`src/cip_pkg.sv`:
```
// Shared constants for the checked integer power unit.
// No dependencies; imported by checked_integer_power_unit and tb_top.
package cip_pkg;

    localparam int DATA_W = 64;              // port width of operands and result
    localparam int WIDTH  = 64;              // arithmetic width, 8..64
    localparam int HALF   = (WIDTH + 1) / 2; // multiplier operand width
    localparam int OPW    = 2 * HALF;        // padded magnitude width
    localparam int PROD_W = 4 * HALF;        // full product width

    localparam logic [PROD_W-1:0] TOP_P = PROD_W'(1) << (WIDTH - 1);

    localparam logic [1:0] ST_OK  = 2'd0;
    localparam logic [1:0] ST_OVF = 2'd1;
    localparam logic [1:0] ST_NEG = 2'd2;

endpackage

```
`src/checked_integer_power_unit.sv`:
```
// Checked integer power: right-to-left square-and-multiply with overflow check.
// Depends on cip_pkg.

// One transaction in, one out. The exponent is scanned from its low bit; each
// set bit costs one checked multiply of result by base, and each step that
// leaves higher bits costs one checked squaring. Every multiply runs on one
// shared HALF x HALF magnitude multiplier as four partial products plus a
// final accumulate and limit compare. A zero exponent needs no multiply, and
// a negative one goes straight from idle to the done state. in_stall is high
// for the whole computation. A finished result sits in the output register
// and the next operands are taken while it waits. Status: ST_OK, ST_OVF (a
// multiply overflowed) or ST_NEG (negative exponent); power is 0 unless
// status is ST_OK.
module checked_integer_power_unit (
    input  logic                        clk,
    input  logic                        rst_n,
    input  logic                        in_valid,
    output logic                        in_stall,
    input  logic [cip_pkg::DATA_W-1:0]  base,
    input  logic [cip_pkg::DATA_W-1:0]  exponent,
    output logic                        out_valid,
    input  logic                        out_stall,
    output logic [cip_pkg::DATA_W-1:0]  power,
    output logic [1:0]                  status
);
    import cip_pkg::*;

    localparam logic [1:0] S_IDLE = 2'd0;
    localparam logic [1:0] S_SCAN = 2'd1;
    localparam logic [1:0] S_MUL  = 2'd2;
    localparam logic [1:0] S_DONE = 2'd3;

    localparam logic [2:0] STEP_LAST = 3'd4;

    logic [1:0]        state_reg, state_next;
    logic [2:0]        step_reg, step_next;
    logic              op_sqr_reg, op_sqr_next;
    logic [WIDTH-1:0]  e_reg, e_next;
    logic              b_neg_reg, b_neg_next;
    logic [WIDTH-1:0]  b_mag_reg, b_mag_next;
    logic              acc_neg_reg, acc_neg_next;
    logic [WIDTH-1:0]  acc_mag_reg, acc_mag_next;
    logic [OPW-1:0]    pp_reg, pp_next;
    logic [PROD_W-1:0] prod_reg, prod_next;
    logic [1:0]        res_status_reg, res_status_next;
    logic              out_valid_reg, out_valid_next;
    logic [DATA_W-1:0] power_reg, power_next;
    logic [1:0]        status_reg, status_next;

    logic [WIDTH-1:0]  in_bits;
    logic [WIDTH-1:0]  op_a;
    logic [OPW-1:0]    a_w, b_w;
    logic [HALF-1:0]   mul_x, mul_y;
    logic [OPW-1:0]    mul_p;
    logic [PROD_W-1:0] add_term, prod_sum, lim;
    logic              mul_neg, mul_ovf, new_neg, out_free;
    logic [WIDTH-1:0]  new_mag, e_half, acc_bits;

    // shared multiplier datapath
    always_comb
    begin
        op_a  = op_sqr_reg ? b_mag_reg : acc_mag_reg;
        a_w   = OPW'(op_a);
        b_w   = OPW'(b_mag_reg);
        mul_x = step_reg[1] ? a_w[OPW-1:HALF] : a_w[HALF-1:0];
        mul_y = step_reg[0] ? b_w[OPW-1:HALF] : b_w[HALF-1:0];
        mul_p = OPW'(mul_x) * OPW'(mul_y);
        case (step_reg)
            3'd1:    add_term = PROD_W'(pp_reg);
            3'd2:    add_term = PROD_W'(pp_reg) << HALF;
            3'd3:    add_term = PROD_W'(pp_reg) << HALF;
            3'd4:    add_term = PROD_W'(pp_reg) << (2 * HALF);
            default: add_term = '0;
        endcase
        prod_sum = prod_reg + add_term;
        mul_neg  = !op_sqr_reg && (acc_neg_reg != b_neg_reg);
        lim      = mul_neg ? TOP_P : TOP_P - PROD_W'(1);
        mul_ovf  = prod_sum > lim;
        new_mag  = prod_sum[WIDTH-1:0];
        new_neg  = mul_neg && (new_mag != '0);
        e_half   = e_reg >> 1;
        acc_bits = acc_neg_reg ? (~acc_mag_reg + WIDTH'(1)) : acc_mag_reg;
        in_bits  = base[WIDTH-1:0];
        out_free = !out_valid_reg || !out_stall;
    end

    // sequencer
    always_comb
    begin
        state_next      = state_reg;
        step_next       = step_reg;
        op_sqr_next     = op_sqr_reg;
        e_next          = e_reg;
        b_neg_next      = b_neg_reg;
        b_mag_next      = b_mag_reg;
        acc_neg_next    = acc_neg_reg;
        acc_mag_next    = acc_mag_reg;
        pp_next         = pp_reg;
        prod_next       = prod_reg;
        res_status_next = res_status_reg;
        out_valid_next  = out_valid_reg && out_stall;
        power_next      = power_reg;
        status_next     = status_reg;

        case (state_reg)
            S_IDLE:
            begin
                if (in_valid)
                begin
                    b_neg_next   = in_bits[WIDTH-1];
                    b_mag_next   = in_bits[WIDTH-1] ? (~in_bits + WIDTH'(1)) : in_bits;
                    e_next       = exponent[WIDTH-1:0];
                    acc_neg_next = 1'b0;
                    acc_mag_next = WIDTH'(1);
                    if (exponent[WIDTH-1])
                    begin
                        res_status_next = ST_NEG;
                        state_next      = S_DONE;
                    end
                    else
                    begin
                        state_next = S_SCAN;
                    end
                end
            end
            S_SCAN:
            begin
                step_next = '0;
                if (e_reg == '0)
                begin
                    res_status_next = ST_OK;
                    state_next      = S_DONE;
                end
                else if (e_reg[0])
                begin
                    op_sqr_next = 1'b0;
                    state_next  = S_MUL;
                end
                else
                begin
                    e_next = e_half;
                    if (e_half == '0)
                    begin
                        res_status_next = ST_OK;
                        state_next      = S_DONE;
                    end
                    else
                    begin
                        op_sqr_next = 1'b1;
                        state_next  = S_MUL;
                    end
                end
            end
            S_MUL:
            begin
                pp_next   = mul_p;
                prod_next = (step_reg == '0) ? '0 : prod_sum;
                step_next = step_reg + 3'd1;
                if (step_reg == STEP_LAST)
                begin
                    if (mul_ovf)
                    begin
                        res_status_next = ST_OVF;
                        state_next      = S_DONE;
                    end
                    else
                    begin
                        if (op_sqr_reg)
                        begin
                            b_mag_next = new_mag;
                            b_neg_next = new_neg;
                        end
                        else
                        begin
                            acc_mag_next = new_mag;
                            acc_neg_next = new_neg;
                            e_next[0]    = 1'b0;
                        end
                        state_next = S_SCAN;
                    end
                end
            end
            S_DONE:
            begin
                if (out_free)
                begin
                    out_valid_next = 1'b1;
                    status_next    = res_status_reg;
                    power_next     = (res_status_reg == ST_OK) ?
                                     DATA_W'($signed(acc_bits)) : '0;
                    state_next     = S_IDLE;
                end
            end
            default:
            begin
                state_next = S_IDLE;
            end
        endcase
    end

    always_ff @(posedge clk or negedge rst_n)
    begin
        if (!rst_n)
        begin
            state_reg     <= S_IDLE;
            step_reg      <= '0;
            out_valid_reg <= 1'b0;
        end
        else
        begin
            state_reg     <= state_next;
            step_reg      <= step_next;
            out_valid_reg <= out_valid_next;
        end
    end

    always_ff @(posedge clk)
    begin
        op_sqr_reg     <= op_sqr_next;
        e_reg          <= e_next;
        b_neg_reg      <= b_neg_next;
        b_mag_reg      <= b_mag_next;
        acc_neg_reg    <= acc_neg_next;
        acc_mag_reg    <= acc_mag_next;
        pp_reg         <= pp_next;
        prod_reg       <= prod_next;
        res_status_reg <= res_status_next;
        power_reg      <= power_next;
        status_reg     <= status_next;
    end

    assign in_stall  = (state_reg != S_IDLE);
    assign out_valid = out_valid_reg;
    assign power     = power_reg;
    assign status    = status_reg;

`ifndef ASSERT_OFF
    // a new result is only loaded from the done state
    a_load_from_done: assert property (@(posedge clk) disable iff (!rst_n)
        $rose(out_valid_reg) |-> $past(state_reg == S_DONE))
        else $error("result loaded outside done state");

    // error results carry a zero power
    a_err_zero: assert property (@(posedge clk) disable iff (!rst_n)
        (out_valid_reg && (status_reg != ST_OK)) |-> (power_reg == '0))
        else $error("nonzero power with error status");

    // multiply step counter never runs past the final accumulate
    a_step_range: assert property (@(posedge clk) disable iff (!rst_n)
        (state_reg == S_MUL) |-> (step_reg <= STEP_LAST))
        else $error("multiply step out of range");

    // after the last step the sequencer leaves the multiply state
    a_mul_exit: assert property (@(posedge clk) disable iff (!rst_n)
        ((state_reg == S_MUL) && (step_reg == STEP_LAST)) |=> (state_reg != S_MUL))
        else $error("multiply did not finish");
`endif

endmodule

```
`config.mk`:
```
export PLATFORM = sky130hd
export DESIGN_NAME = checked_integer_power_unit
export DESIGN_NICKNAME = d
export VERILOG_FILES = /design/src/cip_pkg.sv /design/src/checked_integer_power_unit.sv
export SDC_FILE = /design/constraint.sdc
export NUM_CORES = 2
export LEC_CHECK = 0
export BUFFER_PORTS_ARGS = -buffer_cell sky130_fd_sc_hd__clkbuf_2
export CORE_AREA = 2 2 438 440
export DETAILED_ROUTE_END_ITERATION = 16
export DIE_AREA = 0 0 440 442
export PLACE_DENSITY = 0.55
export SLEW_MARGIN = 20
export SYNTH_ARGS = -nofsm -noshare
export SYNTH_HDL_FRONTEND = slang
export SYNTH_SLANG_ARGS = --single-unit
```
`constraint.sdc`:
```
create_clock -name clk -period 15.25 [get_ports clk]
set_input_delay 2.2875 -clock clk [delete_from_list [all_inputs] [get_ports clk]]
set_output_delay 2.2875 -clock clk [all_outputs]
set_load 0.02 [all_outputs]
```
---- Word-level counts from Yosys, hierarchy flattened ----
Index checks and enable logic that the tools add are counted.
storage, ports and cells
  bits in registers ....................... 461
  input port bits ......................... 132
  output and inout bits ................... 68
  word-level logic and storage cells ...... 128
cells by class
  add/sub/neg operators ................... 4
  $mul .................................... 1
  magnitude comparators ................... 1
  eq/ne operators ......................... 21
  multiplexer cells ....................... 56
  bitwise operators ....................... 3
  reduce and logical (&&, ||, !) cells .... 27
operators by type and width
  operator                                        number
  two-way mux 64 bit                              15
  one-hot mux 128 bit (3 select lines)            1
  one-hot mux 64 bit (2 select lines)             2
  adder 128 bit                                   1
  adder 64 x 1 -> 64 bit (second input constant)  2
  > comparator 128 x 64 -> 1 bit                  1
  logical NOT 64 bit                              2
  inverter 64 bit                                 2
  one-hot mux 63 bit (2 select lines)             1
  multiplier 32 x 32 -> 64 bit                    1
  two-way mux 32 bit                              2
  nonzero test 64 bit                             1
  two-way mux 2 bit                               12
  != test 2 bit (second input constant)           11
  two-way mux 1 bit                               17
  AND reduction 5 bit                             2
  one-hot mux 2 bit (4 select lines)              1
  nonzero test 2 bit                              4
  AND reduction 7 bit                             1
  == test 3 x 2 -> 1 bit (second input constant)  2
  != test 3 bit (second input constant)           2
  one-hot mux 2 bit (3 select lines)              1
  one-hot mux 3 bit (2 select lines)              1
  AND reduction 3 bit                             2
  19 further kinds                                26

---- Logic depth before layout (Yosys ltp) ----
  depth after elaboration ................. 10
  gate-level depth with buffers ........... 36
  gate-level depth less buffers ........... 32

---- Least setup slack after synthesis ----
OpenSTA, ideal clock, no wires.
  path kind ............................... register to register
  from .................................... register step_reg[0]
  to ...................................... register acc_mag_reg[0], enable pin
  data arrival time ....................... 14.185 ns
  data required time ...................... 14.585 ns
  setup slack ............................. 0.400 ns
  cell stages (with the launch flop) ...... 34
  period minus slack after synthesis ...... 14.850 ns
  cells stage by stage .................... dfrtp_1 -> clkbuf_1 -> buf_1 -> buf_1 -> inv_1 -> ha_1 -> a21o_1 -> clkbuf_1 -> clkbuf_1 -> a22o_1 -> ha_1 -> clkbuf_1 -> nand4_1 -> nor3_1 -> nand3_1 -> a31oi_1 -> nor3_1 -> o21ai_0 -> a221oi_1 -> o31ai_1 -> xor2_1 -> ha_1 -> nand4_1 -> nor4_1 -> nand2_1 -> nor3_1 -> o221ai_1 -> a211o_1 -> a2111o_1 -> nor4_1 -> nand4_1 -> nor4_1 -> nand2_1 -> o41ai_1
on the way
  cells in the longest elaborated chain, start to end .. 7
ends and longest elaborated chain
  element                                 line                               text
  start, declared                         checked_integer_power_unit.sv:36   logic [2:0] step_reg, step_next;
  start signal, assigned                  checked_integer_power_unit.sv:212  step_reg <= step_next;
  == test 3 x 2 -> 1 bit                  checked_integer_power_unit.sv:68   case (step_reg)
  OR reduction 2 bit (no line)            --
  one-hot mux 128 bit (3 select lines) *  checked_integer_power_unit.sv:68
  adder 128 bit *                         checked_integer_power_unit.sv:75   prod_sum = prod_reg + add_term;
  via prod_sum[55]                        checked_integer_power_unit.sv:55   logic [PROD_W-1:0] add_term, prod_sum, lim;
  > comparator 128 x 64 -> 1 bit *        checked_integer_power_unit.sv:78   mul_ovf = prod_sum > lim;
  != test 2 bit (no line) *               --
  AND reduction 5 bit (no line) *         --
  end signal, assigned                    checked_integer_power_unit.sv:224  acc_mag_reg <= acc_mag_next;
  end, declared                           checked_integer_power_unit.sv:42   logic [WIDTH-1:0] acc_mag_reg, acc_mag_next;
The timed path passes the listed nets; every way through them passes the cells marked *.
A chain may end at the register's enable or synchronous reset.

---- Final worst setup path ----
  from .................................... register op_sqr_reg
  to ...................................... register pp_reg[63], data pin
on the way
  cells in the longest elaborated chain, start to end .. 3
ends and longest elaborated chain
  element                       line                               text
  start, declared               checked_integer_power_unit.sv:37   logic op_sqr_reg, op_sqr_next;
  start signal, assigned        checked_integer_power_unit.sv:219  op_sqr_reg <= op_sqr_next;
  two-way mux 64 bit            checked_integer_power_unit.sv:62   op_a = op_sqr_reg ? b_mag_reg : acc_mag_reg;
  two-way mux 32 bit            checked_integer_power_unit.sv:65   mul_x = step_reg[1] ? a_w[OPW-1:HALF] : a_w[HALF-1:0];
  multiplier 32 x 32 -> 64 bit  checked_integer_power_unit.sv:67   mul_p = OPW'(mul_x) * OPW'(mul_y);
  via mul_p[63]                 checked_integer_power_unit.sv:54   logic [OPW-1:0] mul_p;
  end signal, assigned          checked_integer_power_unit.sv:225  pp_reg <= pp_next;
  end, declared                 checked_integer_power_unit.sv:43   logic [OPW-1:0] pp_reg, pp_next;
The timed path passes the listed nets, and every way through them passes these cells.

==> results.py <==
metrics = {
    "outcome": {
        "status": "completed",
    },
    "synthesis": {
        "synth_warnings": 0,
        "synth_cells": 7271,
        "synth_top_area_share": 0.272,
        "synth_top_flop_cell": "edfxtp_1",
        "synth_cell_types": 86,
        "synth_seq_area_share": 0.209,
        "ys_seq_elements": 461,
        "avgSynthCellArea_um2": 9.08,
        "synth_top_cell_by_area": "fa_1",
        "async_flop_share": 0.0130,
        "synth_enable_flop_cells": 455,
        "synthTopCellsByArea": "fa_1 27%, edfxtp_1 21%, ha_1 8.8%",
        "syn_area_um2": 66000,
        "synthesis.nets": 8766,
    },
    "finish": {
        "area_growth_pct": 9.21,
        "n_fill_cell": 19119,
        "largest_reg_flops": 128,
        "multiInputGateArea_um2": 47700,
        "fin_area_um2": 72100,
        "regArea_um2": 13800,
        "layout-drive-gt1-share": 0.0907,
        "final_nets": 8805,
    },
    "timing": {
        "setup_tns_ns": 0,
        "maxSlewHeadroom": 0.214,
        "grt_setup_unrepaired": "no",
        "finClkSkew_ns": 0.0610,
        "final_max_slew_viol_count": 0,
        "setup_viol": 0,
        "tightest_slew_ns": 1.17,
        "finalCriticalPeriod_ns": 10.81,
        "clock.fmax_mhz": 92.5,
        "final_hold_viol_count": 0,
        "post-route-period-util": 0.709,
    },
    "clocking": {
        "cts_buffers": 53,
        "cts-htree-levels": 2,
        "clk_latency_ns": 0.69,
        "cts_hold_buffers": 0,
        "cts-root-buf": "clkbuf_16",
        "cts_setup_buffers": 0,
        "clkTransAtPathRegs_ns": 0.06,
        "cts_buffer_depth": 3,
        "clock_sinks": 461,
        "cts_resized": 0,
        "cts_tree": "built",
    },
    "worst_setup_path": {
        "cp.buffers_inverters": 4,
        "worstPathMaxFanout": 35,
        "arrival_ns": 11.24,
        "rrSetupSlack_ns": 4.44,
        "crit_slowest_cell": "a2111oi_2",
        "critPathKind": "flip-flop to flip-flop",
        "worstPathRequired_ns": 15.67,
        "crit_path_frequent_cell": "fa_1",
        "rr_worst_depth": 29,
        "endpoint": "pp_reg[63]$_DFFE_PP_",
        "crit_path_start_kind": "flip-flop",
        "worst_r2r_endpoint": "pp_reg[63]$_DFFE_PP_",
        "timing.rr.start": "op_sqr_reg$_SDFFCE_PP0P_",
        "startpoint": "op_sqr_reg$_SDFFCE_PP0P_",
        "cp_top_family": "adder cells",
        "cpPeakStageDelay_ns": 0.78,
        "endpoint_kind": "flip-flop",
        "crit_cells": 29,
    },
    "drt": {
        "wl_per_cell_um": 27.4,
        "ant_nets": 0,
        "drt-initial-drc-count": 6151,
        "drt_first_pass_iters": 6,
        "post-route-drc-count": 0,
        "vias": 56265,
        "via_per_inst": 5.70,
        "totalWireLength_mm": 271,
    },
    "global_routing": {
        "grt.total_usage": 0.276,
        "grt_pass1_wl_mm": 393,
        "grt_pass1_vias": 57063,
        "grt_max_degree": 86,
        "grt-ovfl-total": 0,
        "antenna_found_initial": 32,
    },
    "die": {
        "dieArea_um2": 194000,
        "start_util": 0.348,
        "io_pins": 200,
        "rows": 160,
        "core_um2": 190000,
        "die_y_um": 442,
        "die_w_um": 440,
    },
    "place": {
        "portBuffers": 199,
        "gp_congestion": 0.992,
        "dpl_cell_area_um2": 70300,
        "dpl.hpwl_mm": 214,
    },
    "flow_run": {
        "cap_viol_max_count": 0,
    },
    "min_path": {
        "hp-class": "flip-flop to flip-flop",
    },
}
==> layout by cell type (no fill, tap or decap), types with 51 or more instances in the layout <==
| cell type | synthesis | routed |
|---|---|---|
| ha_1 | 466 | 464 |
| inv_1 | 939 | 939 |
| a21oi_1 | 302 | 302 |
| nor3_1 | 95 | 94 |
| and2_1 | 188 | 188 |
| a21o_1 | 140 | 139 |
| nand3_1 | 63 | 63 |
| nand4_1 | 103 | 103 |
| fa_1 | 897 | 897 |
| edfxtp_1 | 455 | 455 |
| and3_1 | 71 | 71 |
| nor4_1 | 55 | 54 |
| clkbuf_16 | 0 | 53 |
| xnor2_1 | 147 | 147 |
| buf_4 | 0 | 149 |
| o21a_1 | 53 | 52 |
| o21bai_1 | 61 | 61 |
| clkbuf_2 | 0 | 199 |
| nand2_1 | 745 | 744 |
| xor2_1 | 128 | 128 |
| o31ai_1 | 51 | 51 |
| nor2_1 | 895 | 894 |
| o21ai_0 | 276 | 258 |
| mux2_2 | 61 | 61 |
| a31o_2 | 66 | 66 |
| nor2b_1 | 88 | 86 |
| a22o_1 | 67 | 67 |
==> final cells by class <==
cell class,instances,share of cell area
multi-input combinational,5504,0.662
sequential,461,0.192
inverter,941,0.0490
tap,2511,0.0436
timing repair buffer,349,0.0297
clock buffer,67,0.0193
clock inverter,32,0.00482
antenna,12,0.000416
==> cells in the mapped netlist (14+ instances only) <==
| cell | instances |
|---|---|
| clkbuf_1 | 339 |
| nand4_1 | 103 |
| o21bai_1 | 61 |
| a211oi_1 | 18 |
| ha_1 | 466 |
| mux2_2 | 61 |
| xnor2_1 | 147 |
| and2_1 | 188 |
| nor2_1 | 895 |
| o41ai_1 | 18 |
| buf_1 | 25 |
| a221oi_1 | 21 |
| fa_1 | 897 |
| nand2_1 | 745 |
| nand3_1 | 63 |
| a31oi_1 | 27 |
| or4_1 | 34 |
| o21ai_1 | 16 |
| a31o_2 | 66 |
| xor2_1 | 128 |
| nor3_1 | 95 |
| o211ai_1 | 20 |
| mux2i_1 | 77 |
| nand2b_1 | 25 |
| a21o_1 | 140 |
| a21oi_1 | 302 |
| inv_1 | 939 |
| o21a_1 | 53 |
| a22o_1 | 67 |
| and3_1 | 71 |
| nor4_1 | 55 |
| or2_2 | 14 |
| edfxtp_1 | 455 |
| o31ai_1 | 51 |
| or3_1 | 49 |
| a21boi_0 | 14 |
| o21ai_0 | 276 |
| and4_1 | 19 |
| nor2b_1 | 88 |
==> logic make-up (layout without fill, tap and decap cells) <==
kind of cell,Yosys count,in the layout,synth area share
simple gates,2475,2475,0.172
fa+ha+maj,1363,1363,0.360
buf+inv,1306,1389,0.0743
compound gates,1252,1252,0.125
flops,461,461,0.209
xor+xnor,275,275,0.0365
mux,139,139,0.0224
other cells,0,12,0
==> layer usage <==
layer / share of wire / vias up / GRT usage
met2: 0.44 / 2936 / 0.428
met4: 0.065 / 26 / 0.148
li1: - / 24315 / -
met3: 0.090 / 587 / 0.0498
met1: 0.40 / 28401 / 0.365
met5: 0.00066 / - / 0
==> worst min path at each step <==
stage                                 from                  end  slack, ns  cells past startpoint
3_5_place_dp   res_status_reg[1]$_DFFE_PP_  status[1]$_DFFE_PP_       0.46                      0
2_1_floorplan  res_status_reg[0]$_DFFE_PP_  status[0]$_DFFE_PP_       0.42                      0
6_report       res_status_reg[1]$_DFFE_PP_  status[1]$_DFFE_PP_       0.49                      0
4_1_cts        res_status_reg[1]$_DFFE_PP_  status[1]$_DFFE_PP_       0.49                      0
3_3_place_gp   res_status_reg[1]$_DFFE_PP_  status[1]$_DFFE_PP_       0.49                      0
5_1_grt        res_status_reg[0]$_DFFE_PP_  status[0]$_DFFE_PP_       0.51                      0
==> stage by stage <==
stage / cells / setup slack [ns] / util / hold WS (ns)
floorplan: 7271 / 0.400 / - / 0.417
global placement: 9765 / 4.24 / 0.371 / 0.489
detailed placement: 9766 / 4.47 / 0.371 / 0.456
CTS: 9865 / 4.40 / 0.380 / 0.490
global route: 9872 / 3.98 / 0.380 / 0.507
finish: 9877 / 4.44 / 0.380 / 0.492
Power is not shown: default switching activity piles up to over one toggle a cycle in this logic, so the estimate is an artifact.
